`config.mk`:
```
export PLATFORM = sky130hd
export DESIGN_NAME = hpt_queue
export DESIGN_NICKNAME = d
export VERILOG_FILES = /design/src/hpt_queue.sv
export SDC_FILE = /design/constraint.sdc
export NUM_CORES = 1
export LEC_CHECK = 0
export ABC_AREA = 0
export BUFFER_PORTS_ARGS = -buffer_cell sky130_fd_sc_hd__buf_2
export CAP_MARGIN = 20
export CORE_MARGIN = 5
export CORE_UTILIZATION = 55
export CTS_CLUSTER_SIZE = 20
export DETAILED_ROUTE_END_ITERATION = 10
export GPL_TIMING_DRIVEN = 0
export PLACE_DENSITY = 0.77
export RECOVER_POWER = 50
export SLEW_MARGIN = 10
export SYNTH_ARGS = -nofsm -noshare
export SYNTH_HDL_FRONTEND = slang
export SYNTH_SLANG_ARGS = --single-unit
```
`constraint.sdc`:
```
create_clock -name clk -period 2.6 [get_ports clk]
set_input_delay 0.26 -clock clk [delete_from_list [all_inputs] [get_ports clk]]
set_output_delay 0.26 -clock clk [all_outputs]
set_load 0.02 [all_outputs]
```
`src/hpt_queue.sv`:
```
// small register queue used between front and back and at the result side
// no package dependency
`default_nettype none
module hpt_queue #(
	parameter int WIDTH = 8,
	parameter int DEPTH = 4
) (
	input  wire logic             clk,
	input  wire logic             arst_n,
	input  wire logic             push,
	input  wire logic [WIDTH-1:0] din,
	output logic                  full,
	input  wire logic             pop,
	output logic [WIDTH-1:0]      dout,
	output logic                  empty
);
	localparam int PW = (DEPTH > 1) ? $clog2(DEPTH) : 1;
	localparam int CW = $clog2(DEPTH + 1);

	logic [WIDTH-1:0] mem_q [DEPTH];
	logic [PW-1:0]    wr_q, rd_q;
	logic [CW-1:0]    cnt_q;
	logic             do_push, do_pop;

	assign full    = (cnt_q == CW'(DEPTH));
	assign empty   = (cnt_q == '0);
	assign do_push = push && !full;
	assign do_pop  = pop && !empty;
	assign dout    = mem_q[rd_q];

	always_ff @(posedge clk) begin
		if (do_push) begin
			mem_q[wr_q] <= din;
		end
	end

	always_ff @(posedge clk or negedge arst_n) begin
		if (!arst_n) begin
			wr_q  <= '0;
			rd_q  <= '0;
			cnt_q <= '0;
		end else begin
			if (do_push) begin
				wr_q <= (wr_q == PW'(DEPTH - 1)) ? '0 : wr_q + 1'b1;
			end
			if (do_pop) begin
				rd_q <= (rd_q == PW'(DEPTH - 1)) ? '0 : rd_q + 1'b1;
			end
			if (do_push && !do_pop) begin
				cnt_q <= cnt_q + 1'b1;
			end else if (do_pop && !do_push) begin
				cnt_q <= cnt_q - 1'b1;
			end
		end
	end
endmodule
`default_nettype wire

```
## Word-level counts from Yosys, hierarchy flattened

Memories as Yosys holds them, arrays and structs flattened.
Cells that the tools add are included.
W data, S select, Z words.

- Add/sub/neg operators: 4
- Equal/unequal tests: 3
- Multiplexer cells: 6
- Reductions and logical operators: 10

Operator list:

| cell | number |
|---|---|
| $mux W3 | 2 |
| $add A2 B1 Y2 const B | 2 |
| $eq A2 B2 Y1 const B | 2 |
| $logic_and A1 B1 Y1 | 4 |
| $logic_not A1 Y1 | 4 |
| $mux W2 | 2 |
| $add A3 B1 Y3 const B | 1 |
| $eq A3 B3 Y1 const B | 1 |
| $logic_not A3 Y1 | 1 |
| $sub A3 B1 Y3 const B | 1 |
| $mux W1 | 2 |
| $reduce_bool A2 Y1 | 1 |

- Bits in registers: 7
- Memory bits (writable): 32
- Bits of input ports: 12
- Output and inout bits: 10
- Memories kept: 1

Memory list:

| name | depth | width | read ports | clocked after Yosys merged registers in | write ports | line | source |
|---|---|---|---|---|---|---|---|
| mem_q | 4 | 8 | 1 | 0 | 1 | 20 | `logic [WIDTH-1:0] mem_q [DEPTH];` |

## Depth between registers and ports, before layout

- Word-level depth: 7
- Depth in mapped cells: 9

## Least setup slack after synthesis

OpenSTA, ideal clock, no wires.

- Path type: reg2reg
- From: reg cnt_q[0]
- To: reg cnt_q[2]
- Setup time: 0.079 ns
- Arrival time: 2.234 ns
- Data required time: 2.521 ns
- Slack: 0.287 ns
- Stages on the path, launching flop included: 9
- Path buffers: 0
- Cell sequence: dfrtp_1 nor3_1 nand2b_4 ha_1 inv_1 fa_1 xor2_1 nor2_1 xor2_1

- Cells in the longest elaborated chain, start to end: 6

RTL lines:

| what | line | source |
|---|---|---|
| start: declaration | 22 | `logic [CW-1:0] cnt_q;` |
| start signal: assignment | 50 | `cnt_q <= cnt_q + 1'b1;` |
| start signal: assignment | 52 | `cnt_q <= cnt_q - 1'b1;` |
| $logic_not A3 Y1 (*) | 26 | `assign empty = (cnt_q == '0);` |
| via empty | 15 | `output logic empty` |
| $logic_not A1 Y1 (*) | 28 | `assign do_pop = pop && !empty;` |
| $logic_and A1 B1 Y1 (*) | 28 |  |
| $logic_not A1 Y1 | 49 | `if (do_push && !do_pop) begin` |
| $logic_and A1 B1 Y1 | 49 |  |
| $mux W3 / $reduce_bool A2 Y1 (equally long branches) | -- |  |

Mark *: on every way through the listed nets, which the timed path passes. The rest lies on a longest branch. The select of a mux whose other input is x is not followed.
A chain may end at the register's enable or synchronous reset.

## Worst setup path in the final report

- From: reg cnt_q[2]
- To: reg cnt_q[2]

- Cells in the longest elaborated chain, start to end: 6

RTL lines:

| what | line | source |
|---|---|---|
| $eq A3 B3 Y1 (*) | 25 | `assign full = (cnt_q == CW'(DEPTH));` |
| $logic_not A1 Y1 (*) | 27 | `assign do_push = push && !full;` |
| $logic_and A1 B1 Y1 (*) | 27 |  |
| via do_push | 23 | `logic do_push, do_pop;` |
| $logic_not A1 Y1 | 51 | `end else if (do_pop && !do_push) begin` |
| $logic_and A1 B1 Y1 | 51 |  |
| $reduce_bool A2 Y1 (no line) | -- |  |

Marks and branches as above.

==> impl_summary.md <==
Worst setup path
The critical path contains buffers and inverters numbering 2 combined. The arrival time of the worst setup path is 2420 ps. The worst setup path is captured at a register. The kind of critical path is register to register. The reg-to-reg endpoint is cnt_q[2]$_DFFE_PN0P_. The worst register-to-register path has a setup slack of 440 ps. The count of cell instances traversed by the critical path is 9. Walking the worst path, the cells encountered are nor3b_1, nor2b_2, clkbuf_1, ha_1, inv_1, fa_1, xor2_1, nor2_1, xor2_1. The dominant cell type by count on the critical path is sky130_fd_sc_hd__xor2_1. For this run, the slowest stage of the critical path takes 420 ps. On the critical path, the stage with the largest delay is an instance of sky130_fd_sc_hd__dfrtp_1.

The element type at the critical path start is a register. The number of cells on the worst reg-to-reg path is 9. The worst register-to-register path begins at cnt_q[2]$_DFFE_PN0P_. The required time reported for the critical path endpoint is 2870 ps. The kind of cell with the highest combined delay along the critical path is adder cells.

Of all nets on the critical path, the largest fanout is 7.

Place
The last weighted congestion value of the routability-driven placer is 0.6809. The number of buffers added on ports is 21. The sum of net half-perimeters after detailed placement is 1.661 mm.

Clocking
The depth of the CTS H-tree is 2. Clock-pin slew was measured on the worst setup and hold paths at 110 ps. The deepest clock path buffer count is 2. TritonCTS created 5 clock buffers. The TritonCTS sink count is 39. The number of setup buffers added after CTS is 0. The latest clock arrival within the worst-skew pair is 340 ps.

The root buffer cell is sky130_fd_sc_hd__clkbuf_4. The TritonCTS clock tree is done.

Synth
The post-synthesis instance area is 1620 µm². After synthesis, the cell types taking the most area are sky130_fd_sc_hd__edfxtp_1 59%, sky130_fd_sc_hd__mux4_2 11%, sky130_fd_sc_hd__dfrtp_1 11%. The most instantiated flip-flop cell in the synthesis netlist is sky130_fd_sc_hd__edfxtp_1. The mean post-synth cell area is 20.51 µm². The number of enable flip-flop cells after synthesis is 32. The number of warnings printed during yosys synthesis is 0. The number of nets in the synthesized netlist is 98.

Synthesis instantiated 19 different standard cells from the library. The synthesized instance count is 79. The largest total area in the synthesized netlist belongs to sky130_fd_sc_hd__edfxtp_1.

For this run, the register share of the synthesized area comes to 0.7012. The synthesized design contains 39 register bits. The share of synthesized area in the top cell type comes to 0.5931. The most frequent cell after synthesis is sky130_fd_sc_hd__edfxtp_1. The async set-or-reset flop fraction in the synthesized netlist is 0.1795.

After synthesis, the most frequently instantiated cells are 32 x sky130_fd_sc_hd__edfxtp_1, 8 x sky130_fd_sc_hd__mux4_2, 7 x sky130_fd_sc_hd__dfrtp_1, 6 x sky130_fd_sc_hd__ha_1, 4 x sky130_fd_sc_hd__and2_2.

Hold path
The path class of the tightest hold or removal check is primary input to register. The terminating pin of the worst hold path is mem_q[3][0]$_DFFE_PP_. The number of cells traversed by the worst hold path is 1.

The hold path startpoint is din[0].

Routing
For this run, design rule violations remaining after detail routing come to 0. The via count of the routed design is 774. After the first detailed-routing iteration, the DRC count stood at 35. The first-pass detailed-route iteration total is 3. The wire length per cell is 17.30 µm.

The antenna violation net count after detailed routing is 0. Dividing the detail-routed via count by the number of cells gives 5.529. The routed design has 2.422 mm of wire.

Global routing
The aggregate global routing overflow is 0. The initial antenna violation count is 0. Entering global routing, the biggest net connects 13 pins. The first global-routing pass estimated 4.091 mm of wire. The via count of the first global-routing pass came to 850. Across every metal layer, demand over resource in global routing totals 0.1370.

Power
IR analysis of the VDD net gives a maximum drop of 903.5 µV. Power spread over the standard cell area amounts to 1188 nW/µm². For this design the static power due to leakage is 0.6832 nW.

Timing
The worst path needs 2156 ps of the cycle, external delays included. The post-route clock skew is 3.544 ps. For the pin with the worst max-slew slack, the measured transition is 603.6 ps. The final count of hold timing violations is 0. Setup violations remaining at the end of the flow were counted as 0. The accumulated negative setup slack is 0 ps. Final hold analysis gives a worst-case slack of 176.4 ps. The final count of pins violating max slew is 0.

The share of the cycle needed by the critical path after routing is 0.8291. Timing would allow up to 463.9 MHz. The headroom to the max-slew limit is 0.5974. Setup repair after global routing left no endpoint under its margin.

Final layout
The number of diodes is 0. The area growth from synthesis to layout is 13.36%. The fraction of layout instances using a drive strength above 1 is 0.3394. The net count of the finished layout is 127.

Die
The effective utilization at floorplan is 0.5825. The die covers 4131 µm². 22 I/O pins were placed.

Measured along the x axis, the die boundary spans 64.28 µm. The floorplan step set the die height to 64.28 µm. Row generation in the floorplan step produced 19 rows. The area inside the core boundary is 2781 µm².

Outcome
The flow ran to the end, and the final reports show no timing, DRC or antenna violations.

Run
The max-capacitance violation count is 0.
-- worst max-delay path by stage --
stage               slack [ps]              endpoint            startpoint
finish                     440  cnt_q[2]$_DFFE_PN0P_  cnt_q[2]$_DFFE_PN0P_
global route               260  cnt_q[2]$_DFFE_PN0P_  cnt_q[2]$_DFFE_PN0P_
CTS                        560               dout[7]   rd_q[0]$_DFFE_PN0P_
detailed placement         630  cnt_q[2]$_DFFE_PN0P_  cnt_q[0]$_DFFE_PN0P_
global placement           660  cnt_q[2]$_DFFE_PN0P_  cnt_q[0]$_DFFE_PN0P_
floorplan                  290  cnt_q[2]$_DFFE_PN0P_  cnt_q[0]$_DFFE_PN0P_
-- state kept, by name, summed over array words and instances (netlist names) --
| signal | flops |
|---|---|
| mem_q | 32 |
| wr_q | 2 |
| cnt_q | 3 |
| rd_q | 2 |
-- cell families after synthesis --
group | share of synthesized area
fa+ha+maj | 0.05869
flops | 0.7012
xor+xnor | 0.01622
buf+inv | 0.01930
mux | 0.1506
simple gates | 0.05405
-- per-stage QoR --
stage / utilization / power [mW] / cell area (µm²) / worst slack [ps] / cells
2_1_floorplan: - / 1.541 / 1620 / 287.3 / 79
3_3_place_gp: 0.6343 / 1.722 / 1764 / 662.3 / 131
3_5_place_dp: 0.6343 / 1.761 / 1764 / 629.2 / 131
4_1_cts: 0.6743 / 2.257 / 1876 / 561.8 / 140
5_1_grt: 0.6604 / 2.329 / 1837 / 258.6 / 140
6_report: 0.6604 / 2.183 / 1837 / 444.2 / 140
-- what timing repair did --
item | CTS | global route
hold buffers | 1 | 0
gates resized for setup | 0 | 0
endpoints found under the hold margin | 7 | 0
-- layer usage --
metal / up-vias / track usage / share of wire
li1: 359 / - / -
met1: 395 / 0.1572 / 0.42
met2: 16 / 0.2201 / 0.50
met3: 4 / 0.06130 / 0.057
met4: 0 / 0.06107 / 0.017
met5: - / 0 / 0
-- worst reg2reg max path, stage by stage (launching register included) --
cell,delay (ps)
sky130_fd_sc_hd__dfrtp_1,420
sky130_fd_sc_hd__nor3b_1,170
sky130_fd_sc_hd__nor2b_2,110
sky130_fd_sc_hd__clkbuf_1,290
sky130_fd_sc_hd__ha_1,240
sky130_fd_sc_hd__inv_1,60
sky130_fd_sc_hd__fa_1,380
sky130_fd_sc_hd__xor2_1,160
sky130_fd_sc_hd__nor2_1,110
sky130_fd_sc_hd__xor2_1,160
-- power breakdown --
part / total, mW / switching (mW) / internal, mW
sequential: 0.922 / 0.0761 / 0.846
combinational: 0.771 / 0.415 / 0.357
clock: 0.489 / 0.189 / 0.300
-- placed cells by master, fill, tap and decap left out --
master,Yosys,layout
sky130_fd_sc_hd__edfxtp_1,32,32
sky130_fd_sc_hd__buf_2,1,13
sky130_fd_sc_hd__clkbuf_1,0,11
sky130_fd_sc_hd__mux4_2,8,8
sky130_fd_sc_hd__dfrtp_1,7,7
sky130_fd_sc_hd__ha_1,6,6
sky130_fd_sc_hd__clkbuf_4,0,5
sky130_fd_sc_hd__inv_1,3,3
sky130_fd_sc_hd__and2_2,4,3
sky130_fd_sc_hd__mux2_2,3,3
sky130_fd_sc_hd__nor2_1,3,3
sky130_fd_sc_hd__mux2_4,2,2
sky130_fd_sc_hd__xor2_1,2,2
sky130_fd_sc_hd__bufinv_16,0,2
sky130_fd_sc_hd__nor3b_1,0,1
sky130_fd_sc_hd__nor2b_2,1,1
sky130_fd_sc_hd__nor3_1,1,1
sky130_fd_sc_hd__buf_1,1,1
sky130_fd_sc_hd__nand2b_1,0,1
sky130_fd_sc_hd__and2_0,0,1
sky130_fd_sc_hd__xnor2_1,1,1
sky130_fd_sc_hd__fa_1,1,1
sky130_fd_sc_hd__dlygate4sd3_1,0,1
-- cell type report --
class                      instances  area, µm²
sequential                        39       1136
fill                             205      944.7
multi-input combinational         34      432.9
timing repair buffer              22      103.9
clock inverter                     2      60.06
clock buffer                       6      41.29
tap                               31      38.79
buffer                             3      12.51
inverter                           3      11.26
(Power assumes the default switching activity.)
